## config.mk

```make
export PLATFORM = sky130hd
export DESIGN_NAME = edge_mixed_radix_delta_codec_core
export DESIGN_NICKNAME = d
export VERILOG_FILES = /design/src/sv/emrd_pkg.sv /design/src/sv/emrd_mac.sv /design/src/sv/emrd_alu.sv /design/src/sv/edge_mixed_radix_delta_codec_core.sv
export SDC_FILE = /design/constraint.sdc
export NUM_CORES = 2
export LEC_CHECK = 0
export BUFFER_PORTS_ARGS = -buffer_cell sky130_fd_sc_hd__buf_4
export CORE_UTILIZATION = 42
export DETAILED_ROUTE_END_ITERATION = 16
export PLACE_DENSITY = 0.58
export REMOVE_ABC_BUFFERS = 1
export SLEW_MARGIN = 10
export SYNTH_ARGS = -nofsm -noshare
export SYNTH_HDL_FRONTEND = slang
export SYNTH_SLANG_ARGS = --single-unit
```

## constraint.sdc

```tcl
create_clock -name clk_i -period 10 [get_ports clk_i]
set_input_delay 0.5 -clock clk_i [delete_from_list [all_inputs] [get_ports clk_i]]
set_output_delay 0.5 -clock clk_i [all_outputs]
set_load 0.005 [all_outputs]
```

## src/sv/emrd_pkg.sv

```systemverilog
// Shared types, widths and codes for the edge mixed-radix delta codec.
`default_nettype none

package emrd_pkg;

  // Field and register widths
  localparam int unsigned LocW      = 5;   // location_count register, effective L
  localparam int unsigned FieldLocW = 4;   // from/to fields
  localparam int unsigned StateW    = 16;  // state_count register, start/end fields
  localparam int unsigned CodeW     = 40;  // code and delta ports
  localparam int unsigned CfgIdxW   = 1;
  localparam int unsigned CfgDataW  = 16;

  // Datapath widths
  localparam int unsigned MacXW = 26;               // widest multiplicand operand
  localparam int unsigned ProdW = MacXW + StateW;   // product / code / maxv
  localparam int unsigned SumW  = ProdW + 1;        // previous code plus delta
  localparam int unsigned SqW   = 2 * StateW;       // S*S
  localparam int unsigned QuoW  = StateW;           // widest quotient

  // Quotient bit counts per division phase
  localparam int unsigned LocQuoBits   = 5;
  localparam int unsigned StateQuoBits = StateW;

  // Parameter defaults
  localparam int unsigned MaxLocationsDef = 16;
  localparam int unsigned MaxStatesDef    = 65535;

  // Request type codes
  localparam logic REQ_ENCODE = 1'b0;
  localparam logic REQ_DECODE = 1'b1;

  // Configuration register indexes
  localparam logic [CfgIdxW-1:0] CFG_LOC_COUNT   = 1'b0;
  localparam logic [CfgIdxW-1:0] CFG_STATE_COUNT = 1'b1;

  typedef enum logic [1:0] {
    STATUS_OK    = 2'd0,
    STATUS_RANGE = 2'd1,
    STATUS_ORDER = 2'd2
  } status_e;

  // Multiply-add request: p = x * m + y
  typedef struct packed {
    logic              en;
    logic [MacXW-1:0]  x;
    logic [StateW-1:0] m;
    logic [StateW-1:0] y;
  } mac_req_t;

  // Add/subtract request: res = a + b, or a - b when sub is set
  typedef struct packed {
    logic            sub;
    logic [SumW-1:0] a;
    logic [SumW-1:0] b;
  } alu_req_t;

  // carry set on subtract means a >= b
  typedef struct packed {
    logic            carry;
    logic [SumW-1:0] res;
  } alu_rsp_t;

endpackage

`default_nettype wire

```

## src/sv/emrd_mac.sv

```systemverilog
// Shared multiply-add unit with registered product.
`default_nettype none

module emrd_mac (
  input  wire                             clk_i,
  input  wire emrd_pkg::mac_req_t         req_i,
  output logic [emrd_pkg::ProdW-1:0]      p_o
);

  logic [emrd_pkg::ProdW-1:0] prod;
  logic [emrd_pkg::ProdW-1:0] p_q;

  assign prod = req_i.x * req_i.m;

  always_ff @(posedge clk_i) begin
    if (req_i.en) begin
      p_q <= prod + emrd_pkg::ProdW'(req_i.y);
    end
  end

  assign p_o = p_q;

endmodule

`default_nettype wire

```

## src/sv/emrd_alu.sv

```systemverilog
// Shared add/subtract unit with carry out.
`default_nettype none

module emrd_alu (
  input  wire emrd_pkg::alu_req_t   req_i,
  output emrd_pkg::alu_rsp_t        rsp_o
);

  logic [emrd_pkg::SumW:0]   full;
  logic [emrd_pkg::SumW-1:0] b_op;

  assign b_op = req_i.sub ? ~req_i.b : req_i.b;
  assign full = {1'b0, req_i.a} + {1'b0, b_op} + (emrd_pkg::SumW + 1)'(req_i.sub);

  assign rsp_o.res   = full[emrd_pkg::SumW-1:0];
  assign rsp_o.carry = full[emrd_pkg::SumW];

endmodule

`default_nettype wire

```

## src/sv/edge_mixed_radix_delta_codec_core.sv

```systemverilog
// Top level of the edge mixed-radix delta codec: sequencer, state and output stage.
//
//  Channel | Signals                                    | Handshake
//  --------+--------------------------------------------+--------------------------
//  config  | cfg_we_i, cfg_idx_i, cfg_data_i            | write when cfg_we_i high
//  request | req_type_i .. delta_in_i                   | in_valid_i / in_ready_o
//  result  | code_o .. status_o                         | out_valid_o / out_ready_i
//
// Encode: accept, three multiply-add steps, order check, hand-off; an edge
//   with a field out of range goes from accept straight to hand-off.
// Decode: accept, six multiply-add steps that also form the sum, range check,
//   26 divider steps for the 5+5+16 quotient bits, produced one per cycle on
//   the shared add/subtract unit, then hand-off. A sum at or past the end of
//   the index space skips the divider.
// Reset clears the previous code, the sequencer and the output valid, and
//   loads location_count = 16, state_count = 1.
// A finished result waits in the output register; the block takes the next
//   transaction while it waits and stalls only at hand-off if it is still held.
`default_nettype none

module edge_mixed_radix_delta_codec_core #(
  parameter int unsigned MAX_LOCATIONS = emrd_pkg::MaxLocationsDef,
  parameter int unsigned MAX_STATES    = emrd_pkg::MaxStatesDef
) (
  input  wire                                 clk_i,
  input  wire                                 rst_ni,
  // configuration
  input  wire                                 cfg_we_i,
  input  wire  [emrd_pkg::CfgIdxW-1:0]        cfg_idx_i,
  input  wire  [emrd_pkg::CfgDataW-1:0]       cfg_data_i,
  // request
  input  wire                                 in_valid_i,
  output logic                                in_ready_o,
  input  wire                                 req_type_i,
  input  wire                                 list_start_i,
  input  wire  [emrd_pkg::FieldLocW-1:0]      from_loc_i,
  input  wire  [emrd_pkg::FieldLocW-1:0]      to_loc_i,
  input  wire  [emrd_pkg::StateW-1:0]         start_state_i,
  input  wire  [emrd_pkg::StateW-1:0]         end_state_i,
  input  wire  [emrd_pkg::CodeW-1:0]          delta_in_i,
  // result
  output logic                                out_valid_o,
  input  wire                                 out_ready_i,
  output logic [emrd_pkg::CodeW-1:0]          code_o,
  output logic [emrd_pkg::CodeW-1:0]          delta_out_o,
  output logic [emrd_pkg::FieldLocW-1:0]      from_out_o,
  output logic [emrd_pkg::FieldLocW-1:0]      to_out_o,
  output logic [emrd_pkg::StateW-1:0]         start_out_o,
  output logic [emrd_pkg::StateW-1:0]         end_out_o,
  output logic [1:0]                          status_o
);

  localparam int unsigned LocW   = emrd_pkg::LocW;
  localparam int unsigned StateW = emrd_pkg::StateW;
  localparam int unsigned FldW   = emrd_pkg::FieldLocW;
  localparam int unsigned CodeW  = emrd_pkg::CodeW;
  localparam int unsigned ProdW  = emrd_pkg::ProdW;
  localparam int unsigned SumW   = emrd_pkg::SumW;
  localparam int unsigned SqW    = emrd_pkg::SqW;
  localparam int unsigned QuoW   = emrd_pkg::QuoW;
  localparam int unsigned MacXW  = emrd_pkg::MacXW;

  // Clamp limits, capped by what the register can hold
  localparam int unsigned LocRegMax = (1 << LocW) - 1;
  localparam logic [LocW-1:0] LocLimit =
    LocW'((MAX_LOCATIONS > LocRegMax) ? LocRegMax : MAX_LOCATIONS);
  localparam logic [StateW-1:0] StateLimit = StateW'(MAX_STATES);

  localparam logic [2:0] EncLastStep = 3'd2;
  localparam logic [2:0] DecLastStep = 3'd5;
  localparam logic [3:0] LocCntInit   = 4'(emrd_pkg::LocQuoBits - 1);
  localparam logic [3:0] StateCntInit = 4'(emrd_pkg::StateQuoBits - 1);

  typedef enum logic [4:0] {
    ST_IDLE = 5'b00001,
    ST_MAC  = 5'b00010,
    ST_CHK  = 5'b00100,
    ST_DIV  = 5'b01000,
    ST_DONE = 5'b10000
  } state_e;

  typedef enum logic [1:0] {
    PH_FROM  = 2'd0,
    PH_TO    = 2'd1,
    PH_START = 2'd2
  } phase_e;

  // configuration registers
  logic [LocW-1:0]   loc_cnt_q;
  logic [StateW-1:0] state_cnt_q;
  logic [LocW-1:0]   eff_loc;
  logic [StateW-1:0] eff_st;

  // sequencer
  state_e     state_q;
  phase_e     phase_q;
  logic [2:0] step_q;
  logic [3:0] cnt_q;

  // captured request
  logic              op_q;
  logic [FldW-1:0]   a_q, b_q;
  logic [StateW-1:0] c_q, d_q;
  logic [CodeW-1:0]  delta_q;

  // arithmetic state
  logic [ProdW-1:0] prev_q;
  logic [SumW-1:0]  sum_q;
  logic [ProdW-1:0] lss_q, maxv_q, rem_q, dsh_q;
  logic [SqW-1:0]   ss_q;
  logic [QuoW-1:0]  quo_q;
  logic [QuoW-1:0]  quo_d;
  logic [ProdW-1:0] rem_d;

  // finished result waiting for the output register
  logic [CodeW-1:0]  res_code_q, res_delta_q;
  logic [FldW-1:0]   res_from_q, res_to_q;
  logic [StateW-1:0] res_start_q, res_end_q;
  emrd_pkg::status_e res_status_q;

  // output register
  logic              out_valid_q;
  logic [CodeW-1:0]  out_code_q, out_delta_q;
  logic [FldW-1:0]   out_from_q, out_to_q;
  logic [StateW-1:0] out_start_q, out_end_q;
  emrd_pkg::status_e out_status_q;

  logic in_accept;
  logic range_fail;
  logic out_free;
  logic last_step;

  emrd_pkg::mac_req_t mac_req;
  logic [ProdW-1:0]   mac_p;
  emrd_pkg::alu_req_t alu_req;
  emrd_pkg::alu_rsp_t alu_rsp;

  // Effective radices: zero counts as one, large values saturate
  always_comb begin
    eff_loc = loc_cnt_q;
    if (eff_loc == '0) begin
      eff_loc = LocW'(1);
    end else if (eff_loc > LocLimit) begin
      eff_loc = LocLimit;
    end
    eff_st = state_cnt_q;
    if (eff_st == '0) begin
      eff_st = StateW'(1);
    end else if (eff_st > StateLimit) begin
      eff_st = StateLimit;
    end
  end

  assign in_ready_o = (state_q == ST_IDLE);
  assign in_accept  = in_valid_i && in_ready_o;
  assign out_free   = !out_valid_q || out_ready_i;
  assign last_step  = (op_q == emrd_pkg::REQ_DECODE) ? (step_q == DecLastStep)
                                                     : (step_q == EncLastStep);

  assign range_fail = (LocW'(from_loc_i) >= eff_loc) || (LocW'(to_loc_i) >= eff_loc) ||
                      (start_state_i >= eff_st) || (end_state_i >= eff_st);

  // Multiply-add schedule.
  // Encode: a*L+b, (.)*S+c, (.)*S+d.
  // Decode: L*S, (L*S)*S = L*S*S, L*L, (L*L)*S, (L*L*S)*S = max, S*S.
  always_comb begin
    mac_req = '0;
    if (state_q == ST_MAC) begin
      mac_req.en = 1'b1;
      if (op_q == emrd_pkg::REQ_ENCODE) begin
        case (step_q)
          3'd0: begin
            mac_req.x = MacXW'(a_q);
            mac_req.m = StateW'(eff_loc);
            mac_req.y = StateW'(b_q);
          end
          3'd1: begin
            mac_req.x = MacXW'(mac_p);
            mac_req.m = eff_st;
            mac_req.y = c_q;
          end
          default: begin
            mac_req.x = MacXW'(mac_p);
            mac_req.m = eff_st;
            mac_req.y = d_q;
          end
        endcase
      end else begin
        case (step_q)
          3'd0: begin
            mac_req.x = MacXW'(eff_loc);
            mac_req.m = eff_st;
          end
          3'd2: begin
            mac_req.x = MacXW'(eff_loc);
            mac_req.m = StateW'(eff_loc);
          end
          3'd5: begin
            mac_req.x = MacXW'(eff_st);
            mac_req.m = eff_st;
          end
          default: begin
            mac_req.x = MacXW'(mac_p);
            mac_req.m = eff_st;
          end
        endcase
      end
    end
  end

  // Add/subtract unit use: decode sum, order/range checks, divider steps
  always_comb begin
    alu_req = '0;
    case (state_q)
      ST_MAC: begin
        alu_req.a = SumW'(prev_q);
        alu_req.b = SumW'(delta_q);
      end
      ST_CHK: begin
        alu_req.sub = 1'b1;
        if (op_q == emrd_pkg::REQ_ENCODE) begin
          alu_req.a = SumW'(mac_p);
          alu_req.b = SumW'(prev_q);
        end else begin
          alu_req.a = sum_q;
          alu_req.b = SumW'(maxv_q);
        end
      end
      ST_DIV: begin
        alu_req.sub = 1'b1;
        alu_req.a   = SumW'(rem_q);
        alu_req.b   = SumW'(dsh_q);
      end
      default: begin
        alu_req = '0;
      end
    endcase
  end

  // Restoring division step
  assign quo_d = {quo_q[QuoW-2:0], alu_rsp.carry};
  assign rem_d = alu_rsp.carry ? ProdW'(alu_rsp.res) : rem_q;

  emrd_mac u_mac (
    .clk_i (clk_i),
    .req_i (mac_req),
    .p_o   (mac_p)
  );

  emrd_alu u_alu (
    .req_i (alu_req),
    .rsp_o (alu_rsp)
  );

  // Control state, configuration and previous code
  always_ff @(posedge clk_i or negedge rst_ni) begin
    if (!rst_ni) begin
      loc_cnt_q   <= LocW'(16);
      state_cnt_q <= StateW'(1);
      state_q     <= ST_IDLE;
      phase_q     <= PH_FROM;
      step_q      <= '0;
      cnt_q       <= '0;
      prev_q      <= '0;
      out_valid_q <= 1'b0;
    end else begin
      if (cfg_we_i) begin
        case (cfg_idx_i)
          emrd_pkg::CFG_LOC_COUNT:   loc_cnt_q   <= cfg_data_i[LocW-1:0];
          emrd_pkg::CFG_STATE_COUNT: state_cnt_q <= cfg_data_i[StateW-1:0];
          default: ;
        endcase
      end

      // hand-off loads a new result; otherwise a taken result empties the register
      if (state_q == ST_DONE && out_free) begin
        out_valid_q <= 1'b1;
      end else if (out_valid_q && out_ready_i) begin
        out_valid_q <= 1'b0;
      end

      case (state_q)
        ST_IDLE: begin
          if (in_accept) begin
            if (list_start_i) begin
              prev_q <= '0;
            end
            step_q <= '0;
            if (req_type_i == emrd_pkg::REQ_ENCODE && range_fail) begin
              state_q <= ST_DONE;
            end else begin
              state_q <= ST_MAC;
            end
          end
        end
        ST_MAC: begin
          step_q <= step_q + 3'd1;
          if (last_step) begin
            state_q <= ST_CHK;
          end
        end
        ST_CHK: begin
          if (op_q == emrd_pkg::REQ_ENCODE) begin
            if (alu_rsp.carry) begin
              prev_q <= mac_p;
            end
            state_q <= ST_DONE;
          end else if (alu_rsp.carry) begin
            // sum at or beyond L*L*S*S
            state_q <= ST_DONE;
          end else begin
            phase_q <= PH_FROM;
            cnt_q   <= LocCntInit;
            state_q <= ST_DIV;
          end
        end
        ST_DIV: begin
          if (cnt_q == '0) begin
            case (phase_q)
              PH_FROM: begin
                phase_q <= PH_TO;
                cnt_q   <= LocCntInit;
              end
              PH_TO: begin
                phase_q <= PH_START;
                cnt_q   <= StateCntInit;
              end
              PH_START: begin
                prev_q  <= ProdW'(sum_q);
                state_q <= ST_DONE;
              end
              default: begin
                state_q <= ST_IDLE;
              end
            endcase
          end else begin
            cnt_q <= cnt_q - 4'd1;
          end
        end
        ST_DONE: begin
          if (out_free) begin
            state_q <= ST_IDLE;
          end
        end
        default: begin
          state_q <= ST_IDLE;
        end
      endcase
    end
  end

  // Datapath registers
  always_ff @(posedge clk_i) begin
    case (state_q)
      ST_IDLE: begin
        if (in_accept) begin
          op_q    <= req_type_i;
          a_q     <= from_loc_i;
          b_q     <= to_loc_i;
          c_q     <= start_state_i;
          d_q     <= end_state_i;
          delta_q <= delta_in_i;
          // out-of-range edge: all result fields zero
          res_code_q   <= '0;
          res_delta_q  <= '0;
          res_from_q   <= '0;
          res_to_q     <= '0;
          res_start_q  <= '0;
          res_end_q    <= '0;
          res_status_q <= emrd_pkg::STATUS_RANGE;
        end
      end
      ST_MAC: begin
        if (op_q == emrd_pkg::REQ_DECODE) begin
          if (step_q == 3'd0) begin
            sum_q <= alu_rsp.res;
          end
          if (step_q == 3'd2) begin
            lss_q <= mac_p;
          end
          if (step_q == DecLastStep) begin
            maxv_q <= mac_p;
          end
        end
      end
      ST_CHK: begin
        ss_q <= SqW'(mac_p);
        if (op_q == emrd_pkg::REQ_ENCODE) begin
          res_code_q  <= mac_p[CodeW-1:0];
          res_from_q  <= a_q;
          res_to_q    <= b_q;
          res_start_q <= c_q;
          res_end_q   <= d_q;
          if (alu_rsp.carry) begin
            res_delta_q  <= alu_rsp.res[CodeW-1:0];
            res_status_q <= emrd_pkg::STATUS_OK;
          end else begin
            res_delta_q  <= '0;
            res_status_q <= emrd_pkg::STATUS_ORDER;
          end
        end else begin
          res_code_q   <= sum_q[CodeW-1:0];
          res_delta_q  <= '0;
          res_from_q   <= '0;
          res_to_q     <= '0;
          res_start_q  <= '0;
          res_end_q    <= '0;
          res_status_q <= alu_rsp.carry ? emrd_pkg::STATUS_ORDER : emrd_pkg::STATUS_OK;
          rem_q <= ProdW'(sum_q);
          dsh_q <= lss_q << LocCntInit;
          quo_q <= '0;
        end
      end
      ST_DIV: begin
        rem_q <= rem_d;
        if (cnt_q == '0) begin
          quo_q <= '0;
          case (phase_q)
            PH_FROM: begin
              res_from_q <= quo_d[FldW-1:0];
              dsh_q      <= ProdW'(ss_q) << LocCntInit;
            end
            PH_TO: begin
              res_to_q <= quo_d[FldW-1:0];
              dsh_q    <= ProdW'(eff_st) << StateCntInit;
            end
            PH_START: begin
              res_start_q <= quo_d[StateW-1:0];
              res_end_q   <= rem_d[StateW-1:0];
            end
            default: ;
          endcase
        end else begin
          dsh_q <= dsh_q >> 1;
          quo_q <= quo_d;
        end
      end
      ST_DONE: begin
        if (out_free) begin
          out_code_q   <= res_code_q;
          out_delta_q  <= res_delta_q;
          out_from_q   <= res_from_q;
          out_to_q     <= res_to_q;
          out_start_q  <= res_start_q;
          out_end_q    <= res_end_q;
          out_status_q <= res_status_q;
        end
      end
      default: ;
    endcase
  end

  assign out_valid_o = out_valid_q;
  assign code_o      = out_code_q;
  assign delta_out_o = out_delta_q;
  assign from_out_o  = out_from_q;
  assign to_out_o    = out_to_q;
  assign start_out_o = out_start_q;
  assign end_out_o   = out_end_q;
  assign status_o    = out_status_q;

  // Previous code moves only on a list start, a good encode or a finished decode
  a_prev_stable: assert property (@(posedge clk_i) disable iff (!rst_ni)
    (!in_accept && state_q != ST_CHK && state_q != ST_DIV) |=> $stable(prev_q))
    else $error("previous code changed outside an update point");

  // Restoring divider invariant: remainder below twice the shifted divisor
  a_div_bound: assert property (@(posedge clk_i) disable iff (!rst_ni)
    (state_q == ST_DIV) |-> (SumW'(rem_q) < {dsh_q, 1'b0}))
    else $error("divider remainder out of bound");

  // Busy right after a transaction is taken
  a_busy_after_accept: assert property (@(posedge clk_i) disable iff (!rst_ni)
    in_accept |=> !in_ready_o)
    else $error("ready after accept");

  // Hand-off publishes the result and frees the sequencer
  a_handoff: assert property (@(posedge clk_i) disable iff (!rst_ni)
    (state_q == ST_DONE && out_free) |=> (out_valid_o && in_ready_o))
    else $error("result hand-off failed");

endmodule

`default_nettype wire

```

After elaboration in Yosys (flattened, before gate mapping)

Index checks and enable logic that the tools add are counted.

Multiplexer cells: 83
Bitwise logic cells: 3
$mul: 1
Add/sub/neg operators: 5
Reduce and logical (&&, ||, !) cells: 40
$lt $le $gt $ge: 6
Equal/unequal tests: 26

Operators with widths:

| operator         | count |
|---|---|
| $mux 42          | 11 |
| $pmux 86 s3      | 1 |
| $pmux 42 s2      | 3 |
| $pmux 42 s3      | 2 |
| $mux 16          | 10 |
| $mux 40          | 4 |
| $pmux 40 s2      | 2 |
| $pmux 58 s2      | 1 |
| $pmux 16 s3      | 2 |
| $mux 86          | 1 |
| $mux 59          | 1 |
| $mux 5           | 9 |
| $add 43x43->44   | 1 |
| $add 44x1->44    | 1 |
| $mux 43          | 1 |
| $not 43->43      | 1 |
| $add 42x16->42   | 1 |
| $mul 26x16->42   | 1 |
| $mux 4           | 10 |
| $ge 16x16->1     | 2 |
| $mux 15          | 2 |
| $pmux 15 s2      | 1 |
| $pmux 5 s5       | 1 |
| $pmux 4 s3       | 2 |
| 43 further kinds | 93 |

Flip-flop bits (word level): 699
Input bits: 104
Output and inout port bits: 124
Word-level logic and storage cells: 201

Longest topological paths before layout

Word-level depth: 11
Mapped depth: 35
Depth with buffers taken out: 31

Modules after synthesis

A second synthesis with hierarchy kept.

Cell total of the unflattened synthesis: 4,118
Area total of the unflattened synthesis: 46,021.6 sq um

By module, submodules not included:

| module                            | area each (sq um) | instances | sequential area each (sq um) | cells each |
|---|---|---|---|---|
| edge_mixed_radix_delta_codec_core | 27,456.3          | 1         | 19,342.3                     | 1,975 |
| emrd_mac                          | 15,588.7          | 1         | 1,261.2                      | 1,744 |
| emrd_alu                          | 2,976.6           | 1         | 0.0                          | 399 |

Least setup slack after synthesis

No wires, ideal clock.

Kind: register to register
Start: reg step_q[0]
End: reg u_mac.p_q, in the netlist u_mac.p_o[37] (data pin)
Path buffers: 5
Library setup time: 0.195 ns
Stages on the path, launching flop included: 33
Arrival: 7.820 ns
Slack: 1.985 ns
Clock period less this slack: 8.015 ns
Path through: dfrtp_1 -> inv_1 -> ha_1 -> nor2b_1 -> clkbuf_1 -> nand2b_1 -> clkbuf_1 -> nor2_1 -> a211oi_1 -> clkbuf_1 -> and2_1 -> clkbuf_1 -> clkbuf_1 -> nand2_1 -> fa_1 -> inv_1 -> fa_1 -> fa_1 -> fa_1 -> fa_1 -> inv_1 -> fa_1 -> inv_1 -> ha_1 -> a2111oi_0 -> o21ai_0 -> o22ai_1 -> o31ai_1 -> o211a_1 -> o21ai_0 -> o31ai_1 -> or3b_2 -> o311ai_0

Word-level cells in the longest chain between the ends: 6

Ends and longest elaborated chain:

| element                                           | RTL line                                                                           | source |
|---|---|---|
| from (decl)                                       | edge_mixed_radix_delta_codec_core.sv:97                                            | `logic [2:0] step_q;` |
| from (signal assigned)                            | edge_mixed_radix_delta_codec_core.sv:297                                           | `step_q <= step_q + 3'd1;` |
| $eq 3x3->1 (tied with other cells)                | edge_mixed_radix_delta_codec_core.sv:189                                           | `case (step_q)` |
| $pmux 42 s3 / $pmux 58 s2 (equally long branches) | edge_mixed_radix_delta_codec_core.sv:189, edge_mixed_radix_delta_codec_core.sv:171 |  |
| $mux 42                                           | edge_mixed_radix_delta_codec_core.sv:170                                           | `if (op_q == emrd_pkg::REQ_ENCODE) begin` |
| $mux 59 (*)                                       | edge_mixed_radix_delta_codec_core.sv:168                                           | `if (state_q == ST_MAC) begin` |
| $mul 26x16->42                                    | emrd_mac.sv:13                                                                     | `assign prod = req_i.x * req_i.m;` |
| $add 42x16->42 (*)                                | emrd_mac.sv:17                                                                     | `p_q <= prod + emrd_pkg::ProdW'(req_i.y);` |
| to (signal assigned)                              | emrd_mac.sv:17                                                                     |  |
| to (decl)                                         | emrd_mac.sv:11                                                                     | `logic [emrd_pkg::ProdW-1:0] p_q;` |

Mark *: on every way between the ends. The rest lies on a longest branch, timed or not.
A chain may end at the register's enable or synchronous reset.

Worst setup path in the final report

Ends and elaborated chain as after synthesis.

==> key figures <==
Critical path
  – Slowest cell delay on critical path: 0.92 ns
  – Arrival @ worst endpoint: 9.52 ns
  – Worst Setup Start Kind: flip-flop
  – Required @ worst endpoint: 10.44 ns
  – Slowest CP cell: nor3_4
  – Max FO, Critical Path: 24
  – Nature of the critical path endpoint: flip-flop
  – Critical path type: reg -> reg

Timing
  – Clock Skew: 0.0407 ns
  – Tcrit/Tclk final: 90.7%
  – Final Hold Fails: 0
  – Setup violations, final: 0
  – Achievable clock frequency: 110 MHz
  – Rel. slew slack: 18.9%
  – Minimum clock period: 9.07 ns
  – Worst Tran Pin Value: 1.22 ns
  – Setup TNS: 0 ns
  – RSZ-0062 raised after global routing: no
  – Max-slew violations: 0
  – Final worst slack: 0.927 ns

GRT
  – Initial antenna violation count: 4
  – Total track usage: 25.8%
  – Vias in the first global route: 32,800
  – First-pass GRT wire length: 209 mm
  – Total grt overflow: 0
  – Largest net degree at the start of global routing: 144

Place
  – IO buf count: 227
  – DP HPWL: 104 mm
  – Pre-CTS setup slack: 0.994 ns
  – Placed cell areas: 48,700 sq um
  – Placer Congestion: 0.988

Logic synthesis
  – Avg Cell Area, Syn: 11.0 sq um
  – #FFs+latches synth: 699
  – Post-synth top area share: 41.1%
  – Synth top area cells: edfxtp_1 (41%), fa_1 (15%), ha_1 (5.9%), nand2_1 (4.9%), inv_1 (4.2%)
  – Cell taking the most area after synthesis: edfxtp_1
  – Synth Warn #: 0
  – Synth Instances: 4,109
  – Sequential area share after synthesis: 45.4%
  – Cell variety after synth: 89
  – Commonest cells in the netlist: edfxtp_1 (621), nand2_1 (593), inv_1 (508)
  – Count leader, synth: edfxtp_1
  – Top FF cell, synth: edfxtp_1
  – Synth Cell Area: 45,400 sq um
  – Asr flop ratio synth: 11.2%
  – Number of synthesized flops with an enable pin: 621

Power
  – Cell area power density: 211 nW/um^2
  – VDD IR max: 0.000168 V
  – Lkg Pwr: 22.0 nW
  – Power consumption: 10.9 mW

Final layout
  – Inserted Diodes: 0
  – Final instance area: 51,600 sq um
  – Share of cells above drive strength 1: 11.7%
  – Layout area overhead: 13.8%
  – Layout Nets: 4,975
  – Fillers: 9,824

CTS
  – H-Tree Level Count: 3
  – Clock Latency Late Sink: 0.66 ns
  – CTS Buf Count: 77
  – CTS tree: built
  – Root Driver: clkbuf_16
  – Clk slew on worst S/H paths: 0.06 ns
  – Max clock buf depth: 3
  – Clk sinks: 699

Floorplan
  – # rows: 120
  – CORE AREA: 107,000 sq um
  – Die width: 331 microns
  – Die height: 331 microns
  – Starting Density: 42.4%
  – Die area: 109,000 sq um
  – IO Pins: 228

Detailed routing
  – Post-route ant nets: 0
  – Routed WL per cell: 24.3 microns
  – Routed vias/inst: 5.64
  – Drt pass-1 iters: 5
  – # DRC: 0
  – 1st-iter DRT viols: 3,101
  – Via count: 32,500
  – Final wirelength: 140 mm

Run status
  – Status: finished, final reports clean

Job
  – Max_cap viols: 0

Hold path
  – Hold Crit Class: in -> reg
[layout make-up]
type	count	area [sq um]	area share, %
clock buffers	98	2060	3.98
clock inverters	45	594	1.15
inverters	512	1930	3.74
multi-input cells	2686	22100	42.8
flip-flops and latches	699	20600	39.9
well taps	1403	1760	3.40
repair buffers	329	2580	5.00
[worst max-delay path: cells and delay by family (launching register included)]
kind / cells / cell delay [ns]
adder cells (fa/ha/maj): 8 / 3.63
AO/OA/AOI/OAI: 9 / 2.13
AND/OR/NAND/NOR: 5 / 2.09
buffers and inverters: 7 / 0.57
flip-flops: 1 / 0.41
[metrics by stage]
stage | cells | utilization [%] | hold slack, ns
3_5_place_dp | 5600 | 45.5 | 0.405
6_report | 5772 | 48.2 | 0.0264
5_1_grt | 5772 | 48.2 | 0.00295
2_1_floorplan | 3897 | - | 0.204
4_1_cts | 5772 | 48.2 | 0.000500
3_3_place_gp | 5600 | 45.5 | 0.403
[path summary, 6_finish.rpt]
path,startpoint,end,slack (ns),cells past startpoint
worst max-delay path,step_q[0]$_DFFE_PN0P_,u_mac.p_o[37]$_DFFE_PP_,0.93,29
worst min-delay path,delta_in_i[26],delta_q[26]$_DFFE_PP_,0.03,1
worst max register to register,step_q[0]$_DFFE_PN0P_,u_mac.p_o[37]$_DFFE_PP_,0.93,29
worst min register to register,res_end_q[1]$_DFFE_PP_,end_out_o[1]$_DFFE_PP_,0.41,0
max in group asynchronous,rst_ni,state_cnt_q[12]$_DFFE_PN0P_,8.34,3
min in group asynchronous,rst_ni,prev_q[38]$_DFFE_PN0P_,0.48,2
[registers in the layout, indices dropped and copies added (netlist names), 5 cells and up]
register	cells
start_out_o	16
dsh_q	42
lss_q	38
sum_q	43
end_out_o	16
code_o	40
prev_q	42
res_start_q	16
state_q	5
rem_q	42
quo_q	15
ss_q	32
state_cnt_q	16
loc_cnt_q	5
d_q	16
delta_q	40
res_delta_q	40
c_q	16
u_mac.p_o	42
maxv_q	42
delta_out_o	40
res_end_q	16
res_code_q	40
[logic make-up after synthesis]
logic type | synth area share (%)
simple gates | 11.1
buf+inv | 6.13
compound gates | 10.9
flops | 45.4
fa+ha+maj | 21.4
mux | 3.63
xor+xnor | 1.41
[cell usage in the layout, fill, tap and decap left out, types with 41 or more instances in the layout]
master | netlist | routed
a21o_1 | 51 | 51
a21oi_1 | 143 | 140
a221o_1 | 45 | 45
a22o_1 | 80 | 80
and2_1 | 47 | 47
buf_4 | 0 | 297
clkbuf_16 | 0 | 77
dfrtp_1 | 75 | 75
edfxtp_1 | 621 | 621
fa_1 | 351 | 351
ha_1 | 215 | 215
inv_1 | 508 | 507
mux2i_1 | 85 | 85
nand2_1 | 593 | 591
nand3_1 | 41 | 41
nor2_1 | 320 | 317
o211ai_1 | 51 | 51
o21ai_0 | 179 | 176
xnor2_1 | 48 | 48
[what timing repair did]
| item | 4_1_cts | 5_1_grt |
|---|---|---|
| hold buffers | 29 | 0 |
| setup buffers | 0 | 0 |
| resized for setup | 0 | 0 |
| endpoints found under the hold margin | 65 | 0 |
[layer usage]
layer | global-route usage, % | part of all wire [%] | routed length (microns)
met3 | 4.07 | 8.3 | 11700
met4 | 9.12 | 3.7 | 5130
met2 | 40.6 | 45 | 63300
met1 | 36.2 | 43 | 60200
met5 | 0 | 0.0093 | 13
[power breakdown]
group          switching, mW  internal [mW]  total, mW  leakage (nW)
clock                   1.24           1.74       2.98          1.28
sequential             0.310           3.90       4.21          6.75
combinational           2.59           1.12       3.71          13.9
(Power assumes the default switching activity.)
